## config.mk

```make
export PLATFORM = sky130hd
export DESIGN_NAME = hsj_ctl
export DESIGN_NICKNAME = d
export VERILOG_FILES = /design/src/hangul_syllable_to_jamo_stream_assert.svh /design/src/hsj_pkg.sv /design/src/hsj_ctl.sv
export SDC_FILE = /design/constraint.sdc
export NUM_CORES = 1
export LEC_CHECK = 0
export BUFFER_PORTS_ARGS = -buffer_cell sky130_fd_sc_hd__buf_2
export CAP_MARGIN = 20
export CORE_AREA = 10 10 47 49
export DETAILED_ROUTE_END_ITERATION = 8
export DIE_AREA = 0 0 57 59
export SETUP_SLACK_MARGIN = 0.15
export SLEW_MARGIN = 10
export SYNTH_ARGS = -nofsm -noshare
export SYNTH_HDL_FRONTEND = slang
export SYNTH_SLANG_ARGS = --single-unit
```

## constraint.sdc

```tcl
create_clock -name clock -period 1.9 [get_ports clock]
set_clock_uncertainty 0.2 [all_clocks]
set_input_delay 0.57 -clock clock [delete_from_list [all_inputs] [get_ports clock]]
set_output_delay 0.57 -clock clock [all_outputs]
set_load 0.01 [all_outputs]
```

## src/hangul_syllable_to_jamo_stream_assert.svh

```systemverilog
// Assertion macros shared by the jamo stream RTL.
`ifndef HANGUL_SYLLABLE_TO_JAMO_STREAM_ASSERT_SVH
`define HANGUL_SYLLABLE_TO_JAMO_STREAM_ASSERT_SVH

// Same-cycle implication, disabled during reset.
`define HSJ_ASSERT_IMP(label, clk, rst, ante, cons, msg) \
   label: assert property (@(posedge clk) disable iff (rst) (ante) |-> (cons)) \
      else $error(msg);

// Next-cycle implication, disabled during reset.
`define HSJ_ASSERT_NXT(label, clk, rst, ante, cons, msg) \
   label: assert property (@(posedge clk) disable iff (rst) (ante) |=> (cons)) \
      else $error(msg);

`endif

```

## src/hsj_pkg.sv

```systemverilog
// Types, constants and jamo tables for the jamo stream block.
package hsj_pkg;

   localparam logic [15:0] SYL_FIRST    = 16'hAC00;
   localparam logic [15:0] SYL_LAST     = 16'hD7A3;
   localparam logic [15:0] COMPAT_FIRST = 16'h3130;
   localparam logic [15:0] COMPAT_LAST  = 16'h318F;
   localparam logic [15:0] BACKSLASH    = 16'h005C;

   localparam int FINAL_COUNT     = 28;
   localparam int VOWEL_COUNT     = 21;
   localparam int ROW_FIRST_VOWEL = 19;
   localparam int ROW_FIRST_FINAL = 40;
   localparam int TABLE_ENTRIES   = 68;
   localparam int MAX_PIECES      = 3;
   localparam int BUF_UNITS       = 8;

   // Reciprocals scaled by 2^16, always low by less than one quotient step.
   localparam logic [11:0] RECIP_FINAL = 12'd2340;
   localparam logic [11:0] RECIP_VOWEL = 12'd3120;

   // Register indexes of the control port.
   localparam logic [1:0] CSR_EXTENDED_MODE = 2'd0;
   localparam logic [1:0] CSR_OUTPUT_LIMIT  = 2'd1;
   localparam logic [1:0] CSR_SYLLABLE_MARK = 2'd2;

   localparam logic [15:0] RESET_LIMIT = 16'hFFFF;
   localparam logic [15:0] RESET_MARK  = 16'h318D;

   typedef enum logic [2:0] {
      ST_IDLE, ST_MUL_A, ST_FIX_A, ST_MUL_B, ST_FIX_B, ST_APPEND, ST_EMIT, ST_FINISH
   } hsj_state_type;

   typedef struct packed {
      logic load_item;
      logic mul_a;
      logic fix_a;
      logic mul_b;
      logic fix_b;
      logic append;
      logic emit;
      logic finish;
   } hsj_cmd_type;

   typedef struct packed {
      logic in_syl;
      logic seg_last;
      logic emit_done;
      logic finish_done;
   } hsj_sts_type;

   typedef struct packed {
      logic [1:0]             len;
      logic [2:0][15:0]       piece;
   } hsj_row_type;

   typedef struct packed {
      logic       hit;
      logic [6:0] row;
   } hsj_hit_type;

   function automatic hsj_row_type hsj_mk(logic [1:0] len, logic [15:0] p0,
                                          logic [15:0] p1, logic [15:0] p2);
      hsj_row_type r;
      r.len   = len;
      r.piece = {p2, p1, p0};
      return r;
   endfunction

   // Jamo table: initials, vowels, then finals (the first final row is empty).
   function automatic hsj_row_type hsj_rom(logic [6:0] row);
      hsj_row_type r;
      case (row)
         7'd0:  r = hsj_mk(2'd1, 16'h1100, 16'h0000, 16'h0000);
         7'd1:  r = hsj_mk(2'd2, 16'h1100, 16'h1100, 16'h0000);
         7'd2:  r = hsj_mk(2'd1, 16'h1102, 16'h0000, 16'h0000);
         7'd3:  r = hsj_mk(2'd1, 16'h1103, 16'h0000, 16'h0000);
         7'd4:  r = hsj_mk(2'd2, 16'h1103, 16'h1103, 16'h0000);
         7'd5:  r = hsj_mk(2'd1, 16'h1105, 16'h0000, 16'h0000);
         7'd6:  r = hsj_mk(2'd1, 16'h1106, 16'h0000, 16'h0000);
         7'd7:  r = hsj_mk(2'd1, 16'h1107, 16'h0000, 16'h0000);
         7'd8:  r = hsj_mk(2'd2, 16'h1107, 16'h1107, 16'h0000);
         7'd9:  r = hsj_mk(2'd1, 16'h1109, 16'h0000, 16'h0000);
         7'd10: r = hsj_mk(2'd2, 16'h1109, 16'h1109, 16'h0000);
         7'd11: r = hsj_mk(2'd0, 16'h0000, 16'h0000, 16'h0000);
         7'd12: r = hsj_mk(2'd1, 16'h110C, 16'h0000, 16'h0000);
         7'd13: r = hsj_mk(2'd2, 16'h110C, 16'h110C, 16'h0000);
         7'd14: r = hsj_mk(2'd2, 16'h1112, 16'h110C, 16'h0000);
         7'd15: r = hsj_mk(2'd2, 16'h1112, 16'h1100, 16'h0000);
         7'd16: r = hsj_mk(2'd2, 16'h1112, 16'h1103, 16'h0000);
         7'd17: r = hsj_mk(2'd1, 16'h1111, 16'h0000, 16'h0000);
         7'd18: r = hsj_mk(2'd1, 16'h1112, 16'h0000, 16'h0000);
         7'd19: r = hsj_mk(2'd1, 16'h1161, 16'h0000, 16'h0000);
         7'd20: r = hsj_mk(2'd2, 16'h1161, 16'h1175, 16'h0000);
         7'd21: r = hsj_mk(2'd2, 16'h1175, 16'h1161, 16'h0000);
         7'd22: r = hsj_mk(2'd3, 16'h1175, 16'h1161, 16'h1175);
         7'd23: r = hsj_mk(2'd1, 16'h1165, 16'h0000, 16'h0000);
         7'd24: r = hsj_mk(2'd2, 16'h1165, 16'h1175, 16'h0000);
         7'd25: r = hsj_mk(2'd2, 16'h1175, 16'h1165, 16'h0000);
         7'd26: r = hsj_mk(2'd3, 16'h1175, 16'h1165, 16'h1175);
         7'd27: r = hsj_mk(2'd1, 16'h1169, 16'h0000, 16'h0000);
         7'd28: r = hsj_mk(2'd2, 16'h1169, 16'h1161, 16'h0000);
         7'd29: r = hsj_mk(2'd3, 16'h1169, 16'h1175, 16'h1165);
         7'd30: r = hsj_mk(2'd2, 16'h1169, 16'h1175, 16'h0000);
         7'd31: r = hsj_mk(2'd2, 16'h1175, 16'h1169, 16'h0000);
         7'd32: r = hsj_mk(2'd1, 16'h116E, 16'h0000, 16'h0000);
         7'd33: r = hsj_mk(2'd2, 16'h116E, 16'h1165, 16'h0000);
         7'd34: r = hsj_mk(2'd3, 16'h116E, 16'h1165, 16'h1175);
         7'd35: r = hsj_mk(2'd2, 16'h116E, 16'h1175, 16'h0000);
         7'd36: r = hsj_mk(2'd2, 16'h1175, 16'h116E, 16'h0000);
         7'd37: r = hsj_mk(2'd1, 16'h1173, 16'h0000, 16'h0000);
         7'd38: r = hsj_mk(2'd2, 16'h1173, 16'h1175, 16'h0000);
         7'd39: r = hsj_mk(2'd1, 16'h1175, 16'h0000, 16'h0000);
         7'd41: r = hsj_mk(2'd1, 16'h1100, 16'h0000, 16'h0000);
         7'd42: r = hsj_mk(2'd2, 16'h1100, 16'h1100, 16'h0000);
         7'd43: r = hsj_mk(2'd2, 16'h1100, 16'h1109, 16'h0000);
         7'd44: r = hsj_mk(2'd1, 16'h1102, 16'h0000, 16'h0000);
         7'd45: r = hsj_mk(2'd2, 16'h1102, 16'h110C, 16'h0000);
         7'd46: r = hsj_mk(2'd2, 16'h1102, 16'h1112, 16'h0000);
         7'd47: r = hsj_mk(2'd1, 16'h1103, 16'h0000, 16'h0000);
         7'd48: r = hsj_mk(2'd1, 16'h1105, 16'h0000, 16'h0000);
         7'd49: r = hsj_mk(2'd2, 16'h1105, 16'h1100, 16'h0000);
         7'd50: r = hsj_mk(2'd2, 16'h1105, 16'h1106, 16'h0000);
         7'd51: r = hsj_mk(2'd2, 16'h1105, 16'h1107, 16'h0000);
         7'd52: r = hsj_mk(2'd2, 16'h1105, 16'h1109, 16'h0000);
         7'd53: r = hsj_mk(2'd2, 16'h1105, 16'h1110, 16'h0000);
         7'd54: r = hsj_mk(2'd2, 16'h1105, 16'h1111, 16'h0000);
         7'd55: r = hsj_mk(2'd2, 16'h1105, 16'h1112, 16'h0000);
         7'd56: r = hsj_mk(2'd1, 16'h1106, 16'h0000, 16'h0000);
         7'd57: r = hsj_mk(2'd1, 16'h1107, 16'h0000, 16'h0000);
         7'd58: r = hsj_mk(2'd2, 16'h1107, 16'h1109, 16'h0000);
         7'd59: r = hsj_mk(2'd1, 16'h1109, 16'h0000, 16'h0000);
         7'd60: r = hsj_mk(2'd2, 16'h1109, 16'h1109, 16'h0000);
         7'd61: r = hsj_mk(2'd1, 16'h110B, 16'h0000, 16'h0000);
         7'd62: r = hsj_mk(2'd1, 16'h110C, 16'h0000, 16'h0000);
         7'd63: r = hsj_mk(2'd1, 16'h110E, 16'h0000, 16'h0000);
         7'd64: r = hsj_mk(2'd1, 16'h110F, 16'h0000, 16'h0000);
         7'd65: r = hsj_mk(2'd1, 16'h1110, 16'h0000, 16'h0000);
         7'd66: r = hsj_mk(2'd1, 16'h1111, 16'h0000, 16'h0000);
         7'd67: r = hsj_mk(2'd1, 16'h1112, 16'h0000, 16'h0000);
         default: r = hsj_mk(2'd0, 16'h0000, 16'h0000, 16'h0000);
      endcase
      return r;
   endfunction

   // Compatibility jamo to the last table row that names it.
   function automatic hsj_hit_type hsj_compat_row(logic [15:0] unit);
      hsj_hit_type h;
      h.hit = 1'b1;
      case (unit)
         16'h3131: h.row = 7'd41;
         16'h3132: h.row = 7'd42;
         16'h3133: h.row = 7'd43;
         16'h3134: h.row = 7'd44;
         16'h3135: h.row = 7'd45;
         16'h3136: h.row = 7'd46;
         16'h3137: h.row = 7'd47;
         16'h3138: h.row = 7'd4;
         16'h3139: h.row = 7'd48;
         16'h313A: h.row = 7'd49;
         16'h313B: h.row = 7'd50;
         16'h313C: h.row = 7'd51;
         16'h313D: h.row = 7'd52;
         16'h313E: h.row = 7'd53;
         16'h313F: h.row = 7'd54;
         16'h3140: h.row = 7'd55;
         16'h3141: h.row = 7'd56;
         16'h3142: h.row = 7'd57;
         16'h3143: h.row = 7'd8;
         16'h3144: h.row = 7'd58;
         16'h3145: h.row = 7'd59;
         16'h3146: h.row = 7'd60;
         16'h3147: h.row = 7'd61;
         16'h3148: h.row = 7'd62;
         16'h3149: h.row = 7'd13;
         16'h314A: h.row = 7'd63;
         16'h314B: h.row = 7'd64;
         16'h314C: h.row = 7'd65;
         16'h314D: h.row = 7'd66;
         16'h314E: h.row = 7'd67;
         default: begin
            // Vowels map in order onto the vowel rows.
            if (unit >= 16'h314F && unit <= 16'h3163) begin
               h.row = 7'(unit - 16'h314F + 16'(ROW_FIRST_VOWEL));
            end else begin
               h.hit = 1'b0;
               h.row = 7'd0;
            end
         end
      endcase
      return h;
   endfunction

endpackage

```

## src/hsj_ctl.sv

```systemverilog
// Sequencing state machine of the jamo stream block.
module hsj_ctl
   import hsj_pkg::*;
(
   input  logic        clock,
   input  logic        reset,
   input  logic        req_tvalid,
   output logic        req_tready,
   input  hsj_sts_type sts,
   output hsj_cmd_type cmd
);

   hsj_state_type state_ff, state_in;

   // State register.
   always_ff @(posedge clock) begin
      if (reset) begin
         state_ff <= ST_IDLE;
      end else begin
         state_ff <= state_in;
      end
   end

   // Next state and commands.
   always_comb begin
      state_in   = state_ff;
      cmd        = '0;
      req_tready = 1'b0;
      case (state_ff)
         ST_IDLE: begin
            req_tready = 1'b1;
            if (req_tvalid) begin
               cmd.load_item = 1'b1;
               state_in      = sts.in_syl ? ST_MUL_A : ST_APPEND;
            end
         end
         ST_MUL_A: begin
            cmd.mul_a = 1'b1;
            state_in  = ST_FIX_A;
         end
         ST_FIX_A: begin
            cmd.fix_a = 1'b1;
            state_in  = ST_MUL_B;
         end
         ST_MUL_B: begin
            cmd.mul_b = 1'b1;
            state_in  = ST_FIX_B;
         end
         ST_FIX_B: begin
            cmd.fix_b = 1'b1;
            state_in  = ST_APPEND;
         end
         ST_APPEND: begin
            cmd.append = 1'b1;
            if (sts.seg_last) begin
               state_in = ST_EMIT;
            end
         end
         ST_EMIT: begin
            cmd.emit = 1'b1;
            if (sts.emit_done) begin
               state_in = ST_FINISH;
            end
         end
         ST_FINISH: begin
            cmd.finish = 1'b1;
            if (sts.finish_done) begin
               state_in = ST_IDLE;
            end
         end
         default: begin
            state_in = ST_IDLE;
         end
      endcase
   end

endmodule

```

# Word level (Yosys, flattened, before mapping)
# Index checks and enable logic that the tools add are counted.
# op_classes
n_eq_ne	11
muxes	16
n_reduce_logical	2
# ops
op	count
$pmux W3 S8	1
$mux W3	5
$eq A3 B3 Y1 const B	4
$mux W1	10
$ne A2 B2 Y1 const B	4
$eq A3 B2 Y1 const B	2
$reduce_and A4 Y1	1
$eq A3 B1 Y1 const B	1
$logic_not A3 Y1	1
# totals
register_bits	3
in_bits	7
out_inout_bits	9
elab_cells	30

# Logic depth before layout (Yosys ltp)
# Gate-level depths: netlist of the first run.
# depth
depth_word	3
depth_mapped	4
ltp_nobuf	3

# Worst setup path before layout of the first run
# Ideal clock, no wire load.
# synth_path
kind	flip-flop to output port
start	reg state_ff[2]
end	out cmd[7] (netlist bit)
t_arrival_ps	1003
required_time_ps	1130
path_slack_ps	127
stages_incl_launch_ff	4
n_path_buf	1
path_cell_list	dfxtp_1 buf_4 nor3_1 and2_1
# synth_lines
element	line_no	source
start: declaration	hsj_ctl.sv:13	hsj_state_type state_ff, state_in;
start signal: assignment	hsj_ctl.sv:20	state_ff <= state_in;
end: declaration	hsj_ctl.sv:10	output hsj_cmd_type cmd

==> impl_summary.txt, run 1 <==
----------------------------------------------------
[Global route]
  Largest net degree at the start of global routing ... 10
  First-pass GRT wire length ... 1360 um
  Initial antenna violation count ... 0
  Total GRT Usage ... 5.15%
  Overflow after GRT ... 0
  Number of global-route vias before repair ... 327

[Pwr]
  Peak VDD IR ... 0.000243 V
  Net switching share of the total power ... 35.3%
  Sequential fraction of design power ... 26.3%
  Cell internal power dissipation ... 265 uW
  Power density cells ... 843 nW/um^2
  Part of the total power dissipated in the clock network ... 26.9%
  NetSw ... 144 uW
  Static power due to leakage ... 0.231 nW
  Pwr Total ... 409 uW
  Combinational group share of total power ... 46.8%

[Setup path]
  Kind of start point of the critical path ... flop
  Arrival time of data at the critical path endpoint ... 1.04 ns
  Endpoint kind of the worst setup timing path ... output pin
  Class of the most critical setup path ... flop to output pin
  Required time at the endpoint of the critical path ... 1.13 ns
  Highest cell delay on the worst timing path ... 0.38 ns
  Sequence of cells on the critical path ... buf_4, nor3b_2, buf_2
  Slowest CP cell ... dfxtp_4
  Critical-path maximum fanout ... 6

[Clock network]
  Num Clock Sinks ... 3
  Buffer type at the clock tree root ... clkbuf_4
  Clock-pin slew on the worst setup and hold paths ... 0.04 ns
  CTS HTree Levels ... 1
  Clock Path Buffers ... 2
  CTS tree ... done
  Number of buffers created by CTS ... 3
  Later-pin clock latency in the skew report ... 0.23 ns

[Floorplan]
  Die area ... 3360 sq um
  Initial core utilization ... 18.2%
  Floorplan row count ... 14
  Ports ... 16
  Placeable core region ... 1400 sq um
  Die span in x ... 57 um
  DIE HEIGHT ... 59 um

[Cells and area]
  N_diodes ... 0
  Net count reported at finish ... 66
  Layout cell share with drive strength beyond 1 ... 70.7%
  Filler cells ... 158
  Top register by number of flip-flops ... state_ff
  Biggest registers after layout ... state_ff: 3 flops
  Post-synthesis to final-layout area growth ... 90.2%
  Flip-flop count of the largest register after layout ... 3

[Worst hold path]
  Path type of the worst min-delay path ... input port to flop

[Route]
  Drt first-iter violations ... 2
  Total via count after detailed routing ... 320
  Average wire per cell in the routed design ... 12.0 um
  ANT nets after route ... 0
  Drt via density ... 4.32
  Routed Wire Length ... 891 um
  Iteration count of the initial detailed-routing pass ... 3
  Post-route DRC violation count ... 0

[Yosys]
  Number of synthesis warnings ... 0
  Netlist Area Pre-Place ... 255 sq um
  Cell types occupying the most area after synthesis ... dfxtp_1, nor3b_1, o41ai_2
  Syn Nets ... 39
  Number of flops mapped to enable cells by yosys ... 0
  Top cells by count, synth ... nor2_1, nor3b_1, dfxtp_1, nor3_1
  Share of the yosys chip area belonging to registers ... 23.5%
  Cell count after synthesis ... 32
  Number of storage elements in the synthesis netlist ... 3
  Average cell area after synthesis ... 7.98 sq um
  Post-synth ARST share ... 0%
  Cell taking the most area after synthesis ... dfxtp_1
  Number of distinct library cell variants in the gate-level netlist after synthesis ... 20
  Post-synth top flop ... dfxtp_1
  Area share of the largest cell type after synthesis ... 23.5%

[STA]
  Actual slew at the worst max-slew pin ... 0.246 ns
  Final setup violation count ... 0
  Final period utilization ... 95.1%
  Hold violation count in the final report ... 0
  Setup repair after global routing missed its margin ... true
  Slew Limit Headroom ... 83.5%
  Final-report max-slew violation count ... 0
  Upper clock frequency limit ... 554 MHz
  Minimum period implied by the final worst setup slack ... 1.81 ns
  Setup TNS Final ... 0 ns

[Place]
  Post-detailed-placement half-perimeter wirelength ... 620 um
  Port Buffer Count ... 15
  Weighted congestion reported at the end of routability-driven placement ... 0.678

[Run]
  Maximum Capacitance Violations ... 0

[Status]
  Run status ... finished, final reports clean

----------------------------------------------------
==> per-layer routing <==
metal	part of all wire (%)	global-route usage, %
met2	55	8.53
met3	12	3.43
met4	0	4.03
met5	0	0
met1	33	4.29
==> repair_timing <==
item | in CTS | in global routing
buffers inserted | 3 | 4
hold buffers | 0 | 0
pin swaps | 2 | 4
setup endpoints to repair | 9 | 9
hold endpoints to repair | 0 | 0
gates resized for setup | 11 | 8
==> critical path: cells and delay by family, from the launching register on <==
kind | cells | cell delay [ns]
DFF | 1 | 0.38
and+or+nand+nor | 1 | 0.14
buffers and inverters | 2 | 0.28
==> through the flow <==
step	util (%)	setup slack, ns	area [sq um]	instances	hold WS [ns]
2_1_floorplan	-	0.249	260	32	0.344
3_3_place_gp	25.1	0.200	352	63	0.428
3_5_place_dp	25.1	0.192	352	63	0.429
4_1_cts	31.3	0.0833	438	70	0.341
5_1_grt	34.6	0.0232	485	74	0.363
6_report	34.6	0.0935	485	74	0.355
==> power groups by stage <==
stage / clock, mW / sequential (mW) / combinational, mW
floorplan: 0 / 0.0834 / 0.107
global placement: 0 / 0.100 / 0.131
detailed placement: 0 / 0.101 / 0.134
CTS: 0.116 / 0.104 / 0.162
global route: 0.120 / 0.109 / 0.211
finish: 0.110 / 0.107 / 0.192
==> final cells by class <==
cell class | count | area [sq um] | area share, %
tap | 16 | 20.0 | 4.12
inverter | 2 | 12.5 | 2.58
timing repair buffer | 25 | 158 | 32.5
clock buffer | 4 | 26.3 | 5.41
sequential | 3 | 71.3 | 14.7
multi-input combinational | 24 | 198 | 40.7
==> worst paths after layout <==
kind | cells after the start | to | slack, ns | start
setup / recovery | 3 | cmd[5] | 0.09 | state_ff[1]$_SDFFE_PP0P_
hold / removal | 2 | state_ff[2]$_SDFFE_PP0P_ | 0.36 | reset
setup reg to reg | 5 | state_ff[2]$_SDFFE_PP0P_ | 0.54 | state_ff[1]$_SDFFE_PP0P_
hold reg to reg | 2 | state_ff[0]$_SDFFE_PP0P_ | 0.39 | state_ff[0]$_SDFFE_PP0P_
==> cell families after synthesis <==
family	synth area share, %
buffers and inverters	14.2
muxes	3.92
AOI/OAI and AO/OA	23.0
and+or+nand+nor	35.3
DFF	23.5
==> cells in the final DEF (no fill, tap or decap), types with 2 or more instances in the layout <==
cell type / instances
a211oi_1: 2
buf_2: 15
buf_4: 8
buf_6: 2
clkbuf_4: 3
dfxtp_4: 3
nor2_1: 4
nor3b_2: 4
Note: power is estimated with default switching activity, not from simulation.
==> run 2, diff against run 1 <==
Clock period 1.9 ns to 1.8 ns, I/O delays scaled along.
==> run 2 against run 1 <==
Compared with the run above: first-iteration DRC count fell by 100%; worst hold slack got worse by 0.034 ns; sequential cell count did not move; count of clock-buffer cells in the layout did not move; via count rose by 0.94%; routed wire length fell by 8.4%; critical endpoint is now cmd[7]; global-route usage barely moved; critical path depth did not move; sequential power barely moved; final cell count fell by 1.4%; utilization fell by 2.0 points; largest cell class unchanged.
==> impl_summary.txt, run 2 (synthesis results as in run 1) <==
----------------------------------------------------
[STA]
  Final-report max-slew violation count ... 0
  Setup TNS Final ... 0 ns
  Final period utilization ... 97.9%
  Final setup margin ... 0.0372 ns
  Slew Limit Headroom ... 83.7%
  Final setup violation count ... 0
  Actual slew at the worst max-slew pin ... 0.242 ns
  Minimum period implied by the final worst setup slack ... 1.76 ns
  Upper clock frequency limit ... 567 MHz
  Hold violation count in the final report ... 0
  Setup repair after global routing missed its margin ... true

[Floorplan]
  Floorplan row count ... 14
  Die area ... 3360 sq um
  DIE HEIGHT ... 59 um
  Initial core utilization ... 18.2%
  Die span in x ... 57 um
  Ports ... 16
  Placeable core region ... 1400 sq um

[Global route]
  Number of global-route vias before repair ... 325
  Overflow after GRT ... 0
  Largest net degree at the start of global routing ... 10
  Total GRT Usage ... 5.11%
  First-pass GRT wire length ... 1340 um
  Initial antenna violation count ... 0

[Cells and area]
  Top register by number of flip-flops ... state_ff
  Top library cells by usage in the layout, fill and taps aside ... buf_2, buf_4, nor3b_2, nor2_1
  Final Instance Count excl. Fillers ... 73
  Net count reported at finish ... 65
  Flip-flop count of the largest register after layout ... 3
  Post-synthesis to final-layout area growth ... 79.4%
  Filler cells ... 153
  Most common cell after layout, fill and taps aside ... buf_2
  N_diodes ... 0
  Layout cell share with drive strength beyond 1 ... 66.7%
  Biggest registers after layout ... state_ff: 3 flops

[Setup path]
  R2R depth ... 4
  RR Startpoint ... state_ff[0]$_SDFFE_PP0P_
  Kind of start point of the critical path ... flop
  Sequence of cells on the critical path ... nor3_2, and2_1, buf_2
  Slowest CP cell ... dfxtp_4
  R2r endpoint ... state_ff[0]$_SDFFE_PP0P_
  Class of the most critical setup path ... flop to output pin
  Highest cell delay on the worst timing path ... 0.36 ns
  Endpoint kind of the worst setup timing path ... output pin
  Arrival time of data at the critical path endpoint ... 1.02 ns
  FF-to-FF setup slack ... 0.43 ns
  Required time at the endpoint of the critical path ... 1.06 ns
  Critical-path maximum fanout ... 4

[Clock network]
  Clock Path Buffers ... 2
  CTS HTree Levels ... 1
  CTS tree ... done
  Later-pin clock latency in the skew report ... 0.23 ns
  Num Clock Sinks ... 3
  Buffer type at the clock tree root ... clkbuf_4
  Number of buffers created by CTS ... 3
  Clock-pin slew on the worst setup and hold paths ... 0.04 ns

[Route]
  Iteration count of the initial detailed-routing pass ... 1
  Total via count after detailed routing ... 323
  Met3 wire length ... 91 um
  Post-route DRC violation count ... 0
  Met2 wirelength from detailed routing ... 457 um
  Routed Wire Length ... 816 um
  ANT nets after route ... 0
  Drt via density ... 4.42
  Drt first-iter violations ... 0
  Uppermost routed layer ... met3
  Average wire per cell in the routed design ... 11.2 um
  Met1 wire length ... 267 um

[Place]
  Setup slack at placement ... 0.156 ns
  Weighted congestion reported at the end of routability-driven placement ... 0.680
  Port Buffer Count ... 15
  Number of cells after detailed placement ... 63

[Pwr]
  Pwr Total ... 408 uW
  Combinational group share of total power ... 44.9%
  Part of the total power dissipated in the clock network ... 28.5%
  Cell internal power dissipation ... 269 uW
  Sequential fraction of design power ... 26.6%
  Static power due to leakage ... 0.222 nW
  Net switching share of the total power ... 34.1%
  NetSw ... 139 uW
  Power density cells ... 891 nW/um^2
  Peak VDD IR ... 0.000265 V

[Worst hold path]
  Launch point of the worst hold path ... reset
  Hold-critical path depth ... 2
  Path type of the worst min-delay path ... input port to flop
  Worst hold endpoint ... state_ff[1]$_SDFFE_PP0P_

[Run]
  Maximum Capacitance Violations ... 0

[Status]
  Run status ... finished, final reports clean

----------------------------------------------------
-- run 2: changes by cell type in the layout (fill, tap and decap cells not counted) --
cell / previous run / this run
nand2_1: 0 / 1
nor3_4: 1 / 0
nand2_2: 1 / 0
inv_6: 1 / 0
nor3_1: 1 / 2
inv_4: 0 / 1
buf_6: 2 / 1
-- run 2: area by class of cell --
type	instances	area [sq um]	share of cell area, %
timing repair buffer	24	146	32.0
sequential	3	71.3	15.6
inverter	2	10.0	2.19
clock buffer	4	26.3	5.74
multi-input combinational	24	184	40.2
tap	16	20.0	4.37
-- run 2: how the worst max path moves through the flow --
stage,startpoint,to,cells after the start
floorplan,state_ff[0]$_SDFFE_PP0P_,cmd[7],3
global placement,req_tvalid,cmd[7],3
detailed placement,req_tvalid,cmd[7],3
CTS,state_ff[0]$_SDFFE_PP0P_,cmd[7],3
global route,state_ff[0]$_SDFFE_PP0P_,cmd[3],3
finish,state_ff[0]$_SDFFE_PP0P_,cmd[7],3
-- run 2: per-stage QoR --
step / area [sq um] / util [%] / hold WS, ns
final: 458 / 32.7 / 0.321
after global routing: 458 / 32.7 / 0.326
after CTS: 450 / 32.1 / 0.316
after detailed placement: 352 / 25.1 / 0.397
after global placement: 352 / 25.1 / 0.397
after floorplan: 260 / - / 0.344
-- run 2: per-layer routing --
layer  up-vias  global-route usage [%]
met2        11                    9.30
met5         -                       0
li1        165                       -
met3         0                    3.00
met1       147                    3.81
met4         0                    4.03
-- run 2: what timing repair did --
action / in CTS / in global routing
gates cloned: 0 / 0
pin swaps: 4 / 2
endpoints found under the setup margin: 9 / 9
endpoints found under the hold margin: 0 / 0
setup buffers: 5 / 1
hold buffers: 0 / 0
gates resized for setup: 11 / 0
-- run 2: power by group through the flow --
stage                     registers [mW]  logic [mW]  clock network [mW]
final                              0.108       0.183               0.116
after global routing               0.112       0.202               0.129
after CTS                          0.108       0.180               0.122
after detailed placement           0.107       0.140                   0
after global placement             0.106       0.137                   0
after floorplan                   0.0880       0.113                   0
-- run 2: critical path, delay by kind of cell, from the launching register on --
family        cells  cell delay (ns)
flops             1             0.36
simple gates      2             0.31
buf+inv           1             0.12
